$ cat config.mk
export PLATFORM = sky130hd
export DESIGN_NAME = ntsel_fifo
export DESIGN_NICKNAME = d
export VERILOG_FILES = /design/src/design/nearest_target_select_core_macros.svh /design/src/design/ntsel_pkg.sv /design/src/design/ntsel_fifo.sv
export SDC_FILE = /design/constraint.sdc
export NUM_CORES = 1
export LEC_CHECK = 0
export BUFFER_PORTS_ARGS = -buffer_cell sky130_fd_sc_hd__buf_2
export CORE_ASPECT_RATIO = 0.9
export CORE_MARGIN = 2
export CORE_UTILIZATION = 45
export DETAILED_ROUTE_END_ITERATION = 12
export GPL_TIMING_DRIVEN = 0
export MAX_ROUTING_LAYER = met4
export SYNTH_ARGS = -nofsm -noshare
export SYNTH_HDL_FRONTEND = slang
export SYNTH_SLANG_ARGS = --single-unit
$ cat constraint.sdc
create_clock -name clk -period 4.9 [get_ports clk]
set_input_delay 0.735 -clock clk [delete_from_list [all_inputs] [get_ports clk]]
set_output_delay 0.735 -clock clk [all_outputs]
set_load 0.05 [all_outputs]
$ cat src/design/nearest_target_select_core_macros.svh
// ----------------------------------------------------------------------------
// nearest_target_select_core_macros.svh
// Assertion macros for the nearest target select core. In synthesis the
// macros expand to nothing.
// ----------------------------------------------------------------------------
`ifndef NEAREST_TARGET_SELECT_CORE_MACROS_SVH
`define NEAREST_TARGET_SELECT_CORE_MACROS_SVH

`ifndef SYNTHESIS
// Same-cycle implication, checked at every rising clock edge out of reset.
`define NTS_ASSERT_IMP(name, ante, cons) \
  name: assert property (@(posedge clk) disable iff (rst) (ante) |-> (cons)) \
    else $error("nearest_target_select_core: check failed");
// Next-cycle implication.
`define NTS_ASSERT_NXT(name, ante, cons) \
  name: assert property (@(posedge clk) disable iff (rst) (ante) |=> (cons)) \
    else $error("nearest_target_select_core: check failed");
`else
`define NTS_ASSERT_IMP(name, ante, cons)
`define NTS_ASSERT_NXT(name, ante, cons)
`endif

`endif

$ cat src/design/ntsel_pkg.sv
// ----------------------------------------------------------------------------
// ntsel_pkg
// Types and constants shared by the nearest target select core.
// ----------------------------------------------------------------------------
package ntsel_pkg;

  // Field widths.
  localparam int COORD_BITS = 24;
  localparam int DIFF_W     = COORD_BITS + 1;
  localparam int SQ_W       = 2 * COORD_BITS;
  localparam int DIST_W     = 50;
  localparam int RAD_W      = 23;
  localparam int TEAM_W     = 8;
  localparam int IDX_W      = 20;
  localparam int GEN_W      = 12;
  localparam int SLOT_W     = 10;
  localparam int SLOT_FIELD_MAX = (1 << SLOT_W) - 1;

  // Stream and configuration port widths.
  localparam int IN_TDATA_W  = 112;
  localparam int OUT_TDATA_W = 96;
  localparam int CFG_ADDR_W  = 3;
  localparam int CFG_DATA_W  = 24;

  // Depth of the queue between front and back.
  localparam int QUEUE_DEPTH = 4;
  localparam int QUEUE_AW    = $clog2(QUEUE_DEPTH);

  // Configuration register indexes.
  typedef enum logic [CFG_ADDR_W-1:0] {
    REG_SELF_X     = 3'd0,
    REG_SELF_Y     = 3'd1,
    REG_SELF_Z     = 3'd2,
    REG_RADIUS     = 3'd3,
    REG_SELF_TEAM  = 3'd4,
    REG_SELF_INDEX = 3'd5,
    REG_SELF_GEN   = 3'd6
  } cfg_reg_t;

  // Searcher settings as seen by the datapath.
  typedef struct packed {
    logic [COORD_BITS-1:0] self_x;
    logic [COORD_BITS-1:0] self_y;
    logic [COORD_BITS-1:0] self_z;
    logic [RAD_W-1:0]      acquire_radius;
    logic [TEAM_W-1:0]     self_team;
    logic [IDX_W-1:0]      self_index;
    logic [GEN_W-1:0]      self_generation;
  } cfg_t;

  // One classified candidate on its way from front to back.
  typedef struct packed {
    logic [DIST_W-1:0] dist_sq;
    logic [IDX_W-1:0]  index;
    logic [GEN_W-1:0]  gen;
    logic [SLOT_W-1:0] slot;
    logic              hit;
    logic              last;
  } q_entry_t;

  // Queue fill status.
  typedef struct packed {
    logic full;
    logic empty;
  } q_status_t;

endpackage

$ cat src/design/ntsel_fifo.sv
// ----------------------------------------------------------------------------
// ntsel_fifo
// Short queue of classified candidates between front and back.
// ----------------------------------------------------------------------------
module ntsel_fifo (
  input  logic                   clk,
  input  logic                   rst,
  input  logic                   push,
  input  ntsel_pkg::q_entry_t    wdata,
  input  logic                   pop,
  output ntsel_pkg::q_entry_t    rdata,
  output ntsel_pkg::q_status_t   status
);
  import ntsel_pkg::*;

  q_entry_t              mem [QUEUE_DEPTH];
  logic [QUEUE_AW-1:0]   wr_ptr;
  logic [QUEUE_AW-1:0]   rd_ptr;
  logic [QUEUE_AW:0]     count;

  // Entry storage.
  always_ff @(posedge clk) begin
    if (push) begin
      mem[wr_ptr] <= wdata;
    end
  end

  assign rdata = mem[rd_ptr];

  // Pointers wrap naturally since the depth is a power of two.
  always_ff @(posedge clk) begin
    if (rst) begin
      wr_ptr <= '0;
      rd_ptr <= '0;
      count  <= '0;
    end else begin
      if (push) begin
        wr_ptr <= wr_ptr + 1'b1;
      end
      if (pop) begin
        rd_ptr <= rd_ptr + 1'b1;
      end
      if (push && !pop) begin
        count <= count + 1'b1;
      end else if (pop && !push) begin
        count <= count - 1'b1;
      end
    end
  end

  assign status.full  = (count == (QUEUE_AW + 1)'(QUEUE_DEPTH));
  assign status.empty = (count == '0);

endmodule

==> results of run 1 <==
-- per-stage QoR --
step	util	cells	worst slack, ns	area (sq um)
after global placement	0.5037	1136	-0.3626	15530
final	0.5495	1217	1.895	16940
after detailed placement	0.5075	1140	2.370	15650
after global routing	0.5495	1217	1.781	16940
after floorplan	-	535	1.527	14060
after CTS	0.5491	1213	1.826	16930
-- Yosys cell counts, drive strengths merged --
cell      n
edfxtp  376
mux4     94
buf      21
dfxtp     9
nor2      7
ha        5
and2      4
inv       4
xor2      3
mux2i     2
xnor2     2
a21oi     1
clkbuf    1
fa        1
nand2     1
nor3      1
nor3b     1
o21ai     1
or3       1
-- sequential cells by signal, summed over array words and instances (netlist names), named ones only --
signal / flops
count: 3
mem: 376
rd_ptr: 2
wr_ptr: 2
-- how the worst max path moves through the flow --
| stage | slack (ns) | depth (start not counted) | start | to |
|---|---|---|---|---|
| after global routing | 1.78 | 4 | flop | rdata[71] |
| final | 1.89 | 4 | flop | rdata[71] |
| after CTS | 1.83 | 4 | flop | rdata[71] |
| after floorplan | 1.53 | 1 | push | mem[0][0]$_DFFE_PP_ |
| after global placement | -0.36 | 2 | push | mem[2][68]$_DFFE_PP_ |
| after detailed placement | 2.37 | 4 | flop | rdata[71] |
-- per-layer routing --
layer,vias to the layer above,global-route usage,wire (um)
met4,0,0.05527,684
met5,-,-,0
li1,2783,-,-
met2,202,0.2621,12470
met3,55,0.04326,1960
met1,3233,0.2086,10390
-- layout make-up --
type / count / area share
Antenna cell: 4 / 0.0005908
Buffer: 22 / 0.01322
Clock buffer: 49 / 0.06233
Clock inverter: 24 / 0.01337
Inverter: 4 / 0.0008862
Multi-Input combinational cell: 124 / 0.1391
Sequential cell: 385 / 0.6771
Tap cell: 409 / 0.03020
Timing Repair Buffer: 196 / 0.06322
-- report_power, final --
| part | switching, mW | total (mW) | internal (mW) |
|---|---|---|---|
| Sequential | 0.0368 | 3.82 | 3.78 |
| Combinational | 0.758 | 1.10 | 0.341 |
| Clock | 1.18 | 2.92 | 1.75 |
-- worst max-delay path, delay by kind of cell, from the launching register on --
family                 cells  cell delay [ns]
buffers and inverters      3             0.96
DFF                        1             0.41
muxes                      1             0.36
-- cells by family (layout without fill, tap and decap cells) --
| family | count (synthesis) | count (layout) | share of synthesized area |
|---|---|---|---|
| mux | 96 | 96 | 0.1520 |
| flops | 385 | 385 | 0.8160 |
| buf+inv | 26 | 295 | 0.01700 |
| compound gates | 2 | 2 | 0.0007114 |
| fa+ha+maj | 6 | 6 | 0.005875 |
| xor+xnor | 5 | 5 | 0.003116 |
| simple gates | 15 | 15 | 0.005251 |
| other cells | 0 | 4 | 0 |
==> results.json, run 1 <==
{
  "final_common_cell": "edfxtp_1",
  "crit_chain": "buf_2, buf_2, mux4_2, buf_2",
  "drc": 0,
  "cp_max_fo": 10,
  "area_growth_pct": 20.53,
  "first_iter_violations": 391,
  "place_congestion": 0.7460,
  "clkTransAtPathRegs_ns": 0.06,
  "slowest_stage": "dfxtp_1",
  "clk_latency_ns": 0.52,
  "vias_per_cell": 5.154,
  "leakagePower_nw": 5.724,
  "reg2reg_depth": 4,
  "start_kind": "flop",
  "synthCells": 535,
  "endpoint_kind": "primary output",
  "clock_skew_ns": 0.007145,
  "ir_worst_vdd_mv": 0.2916,
  "cp.required_ns": 4.16,
  "hp-class": "in2reg",
  "yosys_warnings": 0,
  "synth_top_area_share": 0.8032,
  "power.total_mw": 7.843,
  "cts-root-buf": "clkbuf_16",
  "antenna_found_initial": 4,
  "pin_count": 194,
  "post-cts-setup-buffer-count": 0,
  "tightest_slew_ns": 0.7682,
  "portBuffers": 192,
  "yosysSeqAreaShare": 0.8160,
  "worstHoldStart": "wdata[82]",
  "clockBufferDepth": 3,
  "ff2ff_setup_slack_ns": 2.94,
  "grt_remaining_overflow": 0,
  "pwr_density_cell_nw_per_um2": 462.9,
  "cts_resized": 0,
  "finalSetupViolations": 0,
  "status": "finished, final reports clean",
  "layout-drive-gt1-share": 0.4590,
  "multi_input_area_sq_um": 2357,
  "slew_violations": 0,
  "worst-setup-path-type": "reg2out",
  "yosysTopAreaCell": "edfxtp_1",
  "grt_pass1_vias": 6896,
  "ys_types": 23,
  "core_sq_um": 30830,
  "ys_ff_latch": 385,
  "wire_per_inst_um": 20.95,
  "cts_made_buffers": 40,
  "grt_use_total": 0.1649,
  "fmax_mhz": 332.7,
  "cts.htree.levels": 2,
  "cts-hold-fix-buffers": 0,
  "mostFrequentLayoutCells": "edfxtp_1 (376), buf_2 (199), mux4_2 (94), clkbuf_16 (41)",
  "clock-sinks": 385,
  "synthTopCellsByArea": "edfxtp_1 (80%), mux4_2 (15%), dfxtp_1 (1.3%)",
  "tns_ns": 0,
  "seq_area_sq_um": 11470,
  "r2r_end": "mem[2][35]$_DFFE_PP_",
  "num_rows": 61,
  "firstDrtPassIters": 4,
  "final-hold-violation-count": 0,
  "cts_tree": "done",
  "antenna_left": 0,
  "syn_area_per_cell_sq_um": 26.28,
  "rsz0062_at_grt": "no",
  "grt_max_degree": 51,
  "min_path_cells": 1,
  "routed_wl_um": 25500,
  "hold_ws_ns": 0.4243,
  "grt_pass1_wl_um": 39050,
  "hpwlAfterDp_um": 15620,
  "synth_nets": 639,
  "die_height_um": 171.7,
  "slowest_delay_ns": 0.41,
  "crit_arrival_ns": 2.27,
  "reg2reg_from": "wr_ptr[0]$_SDFFE_PP0P_",
  "fin_crit_sh": 0.6134,
  "max-cap-violations": 0,
  "synthesis.area_sq_um": 14060,
  "start_util": 0.4559,
  "fillCellCount": 2365,
  "relSlewSlack": 0.4879,
  "die_area_sq_um": 32670,
  "die_w_um": 190.3,
  "min_period_ns": 3.005,
  "layout.nets": 877,
  "path_common_cell": "buf_2",
  "vias": 6273,
  "hold_path_end": "mem[1][82]$_DFFE_PP_"
}
Note: power is estimated with default switching activity, not from simulation.
==> run 2, diff against run 1 <==
--- a/config.mk
+++ b/config.mk
@@ -5,6 +5,7 @@
 export SDC_FILE = /design/constraint.sdc
 export NUM_CORES = 1
 export LEC_CHECK = 0
+export ABC_AREA = 1
 export BUFFER_PORTS_ARGS = -buffer_cell sky130_fd_sc_hd__buf_2
 export CORE_ASPECT_RATIO = 0.9
 export CORE_MARGIN = 2
@@ -12,6 +13,7 @@
 export DETAILED_ROUTE_END_ITERATION = 12
 export GPL_TIMING_DRIVEN = 0
 export MAX_ROUTING_LAYER = met4
+export PLACE_DENSITY = 0.67
 export SYNTH_ARGS = -nofsm -noshare
 export SYNTH_HDL_FRONTEND = slang
 export SYNTH_SLANG_ARGS = --single-unit
==> constraint.sdc (replaced) <==
create_clock -name clk -period 2.6 [get_ports clk]
set_input_delay 0.39 -clock clk [delete_from_list [all_inputs] [get_ports clk]]
set_output_delay 0.39 -clock clk [all_outputs]
set_load 0.05 [all_outputs]
==> results.json, run 2 <==
{
  "clock-sinks": 385,
  "mostFrequentLayoutCells": "edfxtp_1 (376), nor2_1 (194), o21ai_0 (151), buf_2 (127), o22ai_1 (75)",
  "slew_violations": 0,
  "yosysMostFrequentCell": "edfxtp_1",
  "grtUsageMet3": 0.04372,
  "cts-hold-fix-buffers": 0,
  "power_switching_share": 0.2598,
  "synth-edff-count": 376,
  "place_congestion": 0.7641,
  "grt_use_met2": 0.3128,
  "status": "finished, final reports clean",
  "ys_types": 22,
  "fillCellCount": 2584,
  "post-place-ws_ns": 0.2629,
  "area_growth_pct": 22.87,
  "hold_ws_ns": 0.04845,
  "hp-class": "in2reg",
  "yosys-top-cells-count": "edfxtp_1 (376), nor2_1 (194), o21ai_0 (156), o22ai_1 (94), clkbuf_1 (39)",
  "cp.required_ns": 2.21,
  "synth_top_area_share": 0.7870,
  "routed_wl_um": 33300,
  "wire_per_inst_um": 20.08,
  "synthesis.area_sq_um": 14350,
  "firstDrtPassIters": 4,
  "synthCells": 967,
  "antenna_found_initial": 4,
  "grtUsageMet1": 0.2739,
  "final-hold-violation-count": 0,
  "combPwrFrac": 0.147,
  "finalSetupViolations": 0,
  "min_period_ns": 2.528,
  "synthTopCellsByArea": "edfxtp_1 (79%), o21ai_0 (5.4%), nor2_1 (5.1%)",
  "first_iter_violations": 591,
  "pin_count": 194,
  "endpoint_kind": "primary output",
  "largest-register": "mem",
  "antenna_left": 0,
  "cts_tree": "done",
  "tns_ns": 0,
  "top_usage_layer": "met2",
  "yosysSeqAreaShare": 0.7996,
  "die_area_sq_um": 33330,
  "clock_power_share": 0.361,
  "grt_use_total": 0.2015,
  "yosysTopAreaCell": "edfxtp_1",
  "finalWorstSetupSlack_ns": 0.07161,
  "clkTransAtPathRegs_ns": 0.06,
  "pwr_density_cell_nw_per_um2": 824.7,
  "grt_max_degree": 37,
  "drc": 0,
  "num_rows": 62,
  "crit_arrival_ns": 2.14,
  "layout.nets": 1316,
  "clockBufferDepth": 3,
  "rsz0062_at_grt": "yes",
  "clock_skew_ns": 0.009267,
  "portBuffers": 193,
  "fin_crit_sh": 0.9725,
  "cts-root-buf": "clkbuf_16",
  "ys_ff_latch": 385,
  "ys_async_sr_fraction": 0,
  "final_cells": 1658,
  "hpwlAfterDp_um": 20010,
  "ir_worst_vdd_mv": 0.5382,
  "syn_area_per_cell_sq_um": 14.84,
  "worst-setup-path-type": "reg2out",
  "cts.htree.levels": 2,
  "die_w_um": 192.2,
  "layout-drive-gt1-share": 0.2633,
  "clk_latency_ns": 0.51,
  "grt_remaining_overflow": 0,
  "biggestRegsByFlops": "mem x376, count x3",
  "relSlewSlack": 0.4044,
  "start_util": 0.4533,
  "leakagePower_nw": 6.217,
  "fmax_mhz": 395.5,
  "grt_pass1_wl_um": 49690,
  "synth_flop_cell": "edfxtp_1",
  "vias_per_cell": 5.352,
  "synth_nets": 1071,
  "grt_pass1_vias": 8842,
  "final_util": 0.5569,
  "largest_register_ffs": 376,
  "vias": 8873,
  "die_height_um": 173.4,
  "core_sq_um": 31650,
  "cts_made_buffers": 40,
  "yosys_warnings": 0,
  "tightest_slew_ns": 0.8915,
  "seq_power_share": 0.492,
  "final_common_cell": "edfxtp_1",
  "dp.cells": 1585,
  "cp_max_fo": 10,
  "max-cap-violations": 0,
  "start_kind": "flop",
  "p_switching_mw": 3.776,
  "intPower_mw": 10.76
}
## run 2: worst paths after layout
check	from	endpoint	slack [ns]	depth (start not counted)
worst min-delay path	rst	count[0]$_SDFFE_PP0P_	0.05	2
worst min register to register	rd_ptr[1]$_SDFFE_PP0P_	rd_ptr[1]$_SDFFE_PP0P_	0.47	1
worst max-delay path	flop	rdata[30]	0.07	8
worst max register to register	wr_ptr[0]$_SDFFE_PP0P_	mem[0][93]$_DFFE_PP_	0.29	5
## run 2: timing repair
item / 4_1_cts / 5_1_grt
gates cloned: 0 / 1
hold endpoints to repair: 0 / 0
endpoints found under the setup margin: 92 / 84
buffers inserted: 0 / 0
resized for setup: 86 / 58
## run 2: power groups by stage
stage	sequential, mW	combinational, mW	clock (mW)
2_1_floorplan	7.28	1.34	0
3_3_place_gp	7.30	1.94	0
3_5_place_dp	7.29	1.99	0
4_1_cts	7.16	2.09	5.36
5_1_grt	7.17	2.26	5.61
6_report	7.16	2.13	5.25
## run 2: area by class of cell
cell class	instances	area, sq um	area share
flip-flops and latches	385	11470	0.6508
multi-input cells	504	2562	0.1454
repair buffers	203	1354	0.07680
plain buffers	61	427.9	0.02428
well taps	416	520.5	0.02953
inverters	17	86.33	0.004898
clock buffers	55	1079	0.06119
clock inverters	13	116.4	0.006601
diodes	4	10.01	0.0005679
## run 2: through the flow
stage | power (mW) | area [sq um]
2_1_floorplan | 8.623 | 14360
3_3_place_gp | 9.241 | 15850
3_5_place_dp | 9.280 | 16030
4_1_cts | 14.61 | 17440
5_1_grt | 15.05 | 17630
6_report | 14.54 | 17630
## run 2: logic make-up (layout without fill, tap and decap cells)
family,count (synthesis),in the layout,share of synthesized area
AO/OA/AOI/OAI,290,290,0.1094
other,0,4,0
adder cells (fa/ha/maj),6,6,0.005756
AND/OR/NAND/NOR,207,207,0.05460
flip-flops,385,385,0.7996
XOR/XNOR,1,1,0.0006106
buffers and inverters,78,349,0.03009
## run 2: metal layers
metal  up-vias  share of wire
met4         0          0.016
met1      4426           0.44
met2       270           0.47
met3        38          0.070
li1       4139              -
met5         -              0
## run 2: critical path, stage by stage (launching register included)
cell,delay [ns]
dfxtp_1,0.31
buf_6,0.16
buf_8,0.17
inv_8,0.12
clkbuf_16,0.19
buf_6,0.15
nor2_1,0.05
o22ai_1,0.23
buf_4,0.24
==> run 3, diff against run 2 <==
--- a/config.mk
+++ b/config.mk
@@ -5,10 +5,9 @@
 export SDC_FILE = /design/constraint.sdc
 export NUM_CORES = 1
 export LEC_CHECK = 0
-export ABC_AREA = 1
+export ABC_AREA = 0
 export BUFFER_PORTS_ARGS = -buffer_cell sky130_fd_sc_hd__buf_2
 export CORE_ASPECT_RATIO = 0.9
-export CORE_MARGIN = 2
 export CORE_UTILIZATION = 45
 export DETAILED_ROUTE_END_ITERATION = 12
 export GPL_TIMING_DRIVEN = 0
==> results.json, run 3 (same netlist as run 1, synthesis figures left out) <==
{
  "status": "finished, final reports clean",
  "antenna_left": 0,
  "ir_worst_vdd_mv": 0.5561,
  "final-hold-violation-count": 0,
  "die_height_um": 169.7,
  "slowest_stage": "buf_1",
  "portBuffers": 192,
  "final_common_cell": "edfxtp_1",
  "pwr_density_cell_nw_per_um2": 852.8,
  "worst-setup-path-type": "reg2out",
  "post-cts-setup-buffer-count": 0,
  "grt_max_degree": 49,
  "timing.critical_path.buf_inv": 2,
  "relSlewSlack": 0.4736,
  "grt_use_total": 0.1662,
  "grt_remaining_overflow": 0,
  "cp.required_ns": 2.21,
  "start_util": 0.4559,
  "area_growth_pct": 19.81,
  "r2r_end": "mem[0][33]$_DFFE_PP_",
  "vias": 6270,
  "max-cap-violations": 0,
  "finalSetupViolations": 0,
  "clk_latency_ns": 0.51,
  "endpoint_kind": "primary output",
  "stdcell_area_sq_um": 16840,
  "first_iter_violations": 392,
  "wire_per_inst_um": 20.89,
  "fin_crit_sh": 0.9639,
  "path_delay_family": "buffers and inverters",
  "min_period_ns": 2.506,
  "reg2reg_depth": 4,
  "ff2ff_setup_slack_ns": 0.62,
  "core_sq_um": 30830,
  "num_rows": 61,
  "crit_chain": "buf_1, mux4_2, buf_2",
  "cts.htree.levels": 2,
  "clock_skew_ns": 0.007241,
  "routed_wl_um": 25320,
  "slowest_delay_ns": 0.52,
  "cts_tree": "done",
  "clockBufferDepth": 3,
  "cts-root-buf": "clkbuf_16",
  "firstDrtPassIters": 4,
  "pin_count": 194,
  "die_area_sq_um": 31950,
  "biggestRegsByFlops": "mem x376, count x3",
  "start_kind": "flop",
  "rsz0062_at_grt": "yes",
  "slew_violations": 0,
  "reg2reg_from": "wr_ptr[0]$_SDFFE_PP0P_",
  "clkTransAtPathRegs_ns": 0.06,
  "grt_pass1_vias": 6693,
  "vias_per_cell": 5.173,
  "layout-drive-gt1-share": 0.4549,
  "mostFrequentLayoutCells": "edfxtp_1 (376), buf_2 (196), mux4_2 (94), clkbuf_16 (41), clkbuf_1 (13)",
  "fmax_mhz": 399.0,
  "antenna_found_initial": 4,
  "cp_max_fo": 10,
  "dp.cells": 1140,
  "drc": 0,
  "crit_arrival_ns": 2.12,
  "clock-sinks": 385,
  "hp-class": "in2reg",
  "min_path_cells": 1,
  "layout.nets": 876,
  "leakagePower_nw": 5.673,
  "grt_pass1_wl_um": 38630,
  "worstHoldStart": "wdata[67]",
  "cts_made_buffers": 39,
  "die_w_um": 188.3,
  "hpwlAfterDp_um": 15850,
  "place_congestion": 0.7852,
  "tightest_slew_ns": 0.7896,
  "final_cells": 1212,
  "dpl-instance-area_sq_um": 15650,
  "largest-register": "mem",
  "largest_register_ffs": 376,
  "hold_path_end": "mem[3][67]$_DFFE_PP_"
}
-- run 3: worst max path at each step --
stage,from,end,depth (start not counted)
after global routing,flop,rdata[24],4
after CTS,flop,rdata[24],4
after floorplan,wr_ptr[0]$_SDFFE_PP0P_,mem[2][0]$_DFFE_PP_,3
after global placement,push,mem[1][39]$_DFFE_PP_,2
after detailed placement,flop,rdata[71],4
final,flop,rdata[12],3
-- run 3: final cells by class --
class                      count  area, sq um
fill                        2373        13990
sequential                   385        11470
clock buffer                  54         1085
antenna                        5        12.51
tap                          409        511.7
timing repair buffer         196         1071
clock inverter                13        87.58
inverter                       4        15.01
buffer                        22        231.5
multi-input combinational    124         2357
-- run 3: worst reg2reg max path: cells and delay by family (launching register included) --
family	cells	cell delay (ns)
AND/OR/NAND/NOR	1	0.64
flip-flops	1	0.35
adder cells (fa/ha/maj)	1	0.17
buffers and inverters	2	0.47
-- run 3: metrics by stage --
stage | setup WS, ns | TNS [ns] | total power, mW | hold WS [ns] | util
6_report | 0.09395 | 0 | 14.36 | 0.08965 | 0.5462
5_1_grt | -0.03729 | -0.5984 | 14.83 | 0.07533 | 0.5461
4_1_cts | 0.0004592 | 0 | 14.54 | 0.06673 | 0.5457
3_5_place_dp | 0.3961 | 0 | 9.435 | 0.5160 | 0.5075
3_3_place_gp | -0.4172 | -151.70 | 9.366 | 0.4914 | 0.5038
2_1_floorplan | 0.4552 | 0 | 8.864 | 0.4663 | -
-- run 3: per-layer routing --
layer | global-route usage | wire, um
met1 | 0.2141 | 10690
met2 | 0.2681 | 12480
met4 | 0.04208 | 418
met5 | - | 0
met3 | 0.03991 | 1730
-- run 3: where the power goes --
part	internal [mW]	switching, mW
registers	7.13	0.0715
logic	0.645	1.42
clock network	3.00	2.09
-- run 3: what timing repair did --
action                                  CTS  global route
hold endpoints to repair                  0             0
gates resized for setup                   2             1
pin swaps                                 0             0
hold buffers                              0             0
endpoints found under the setup margin   60            50
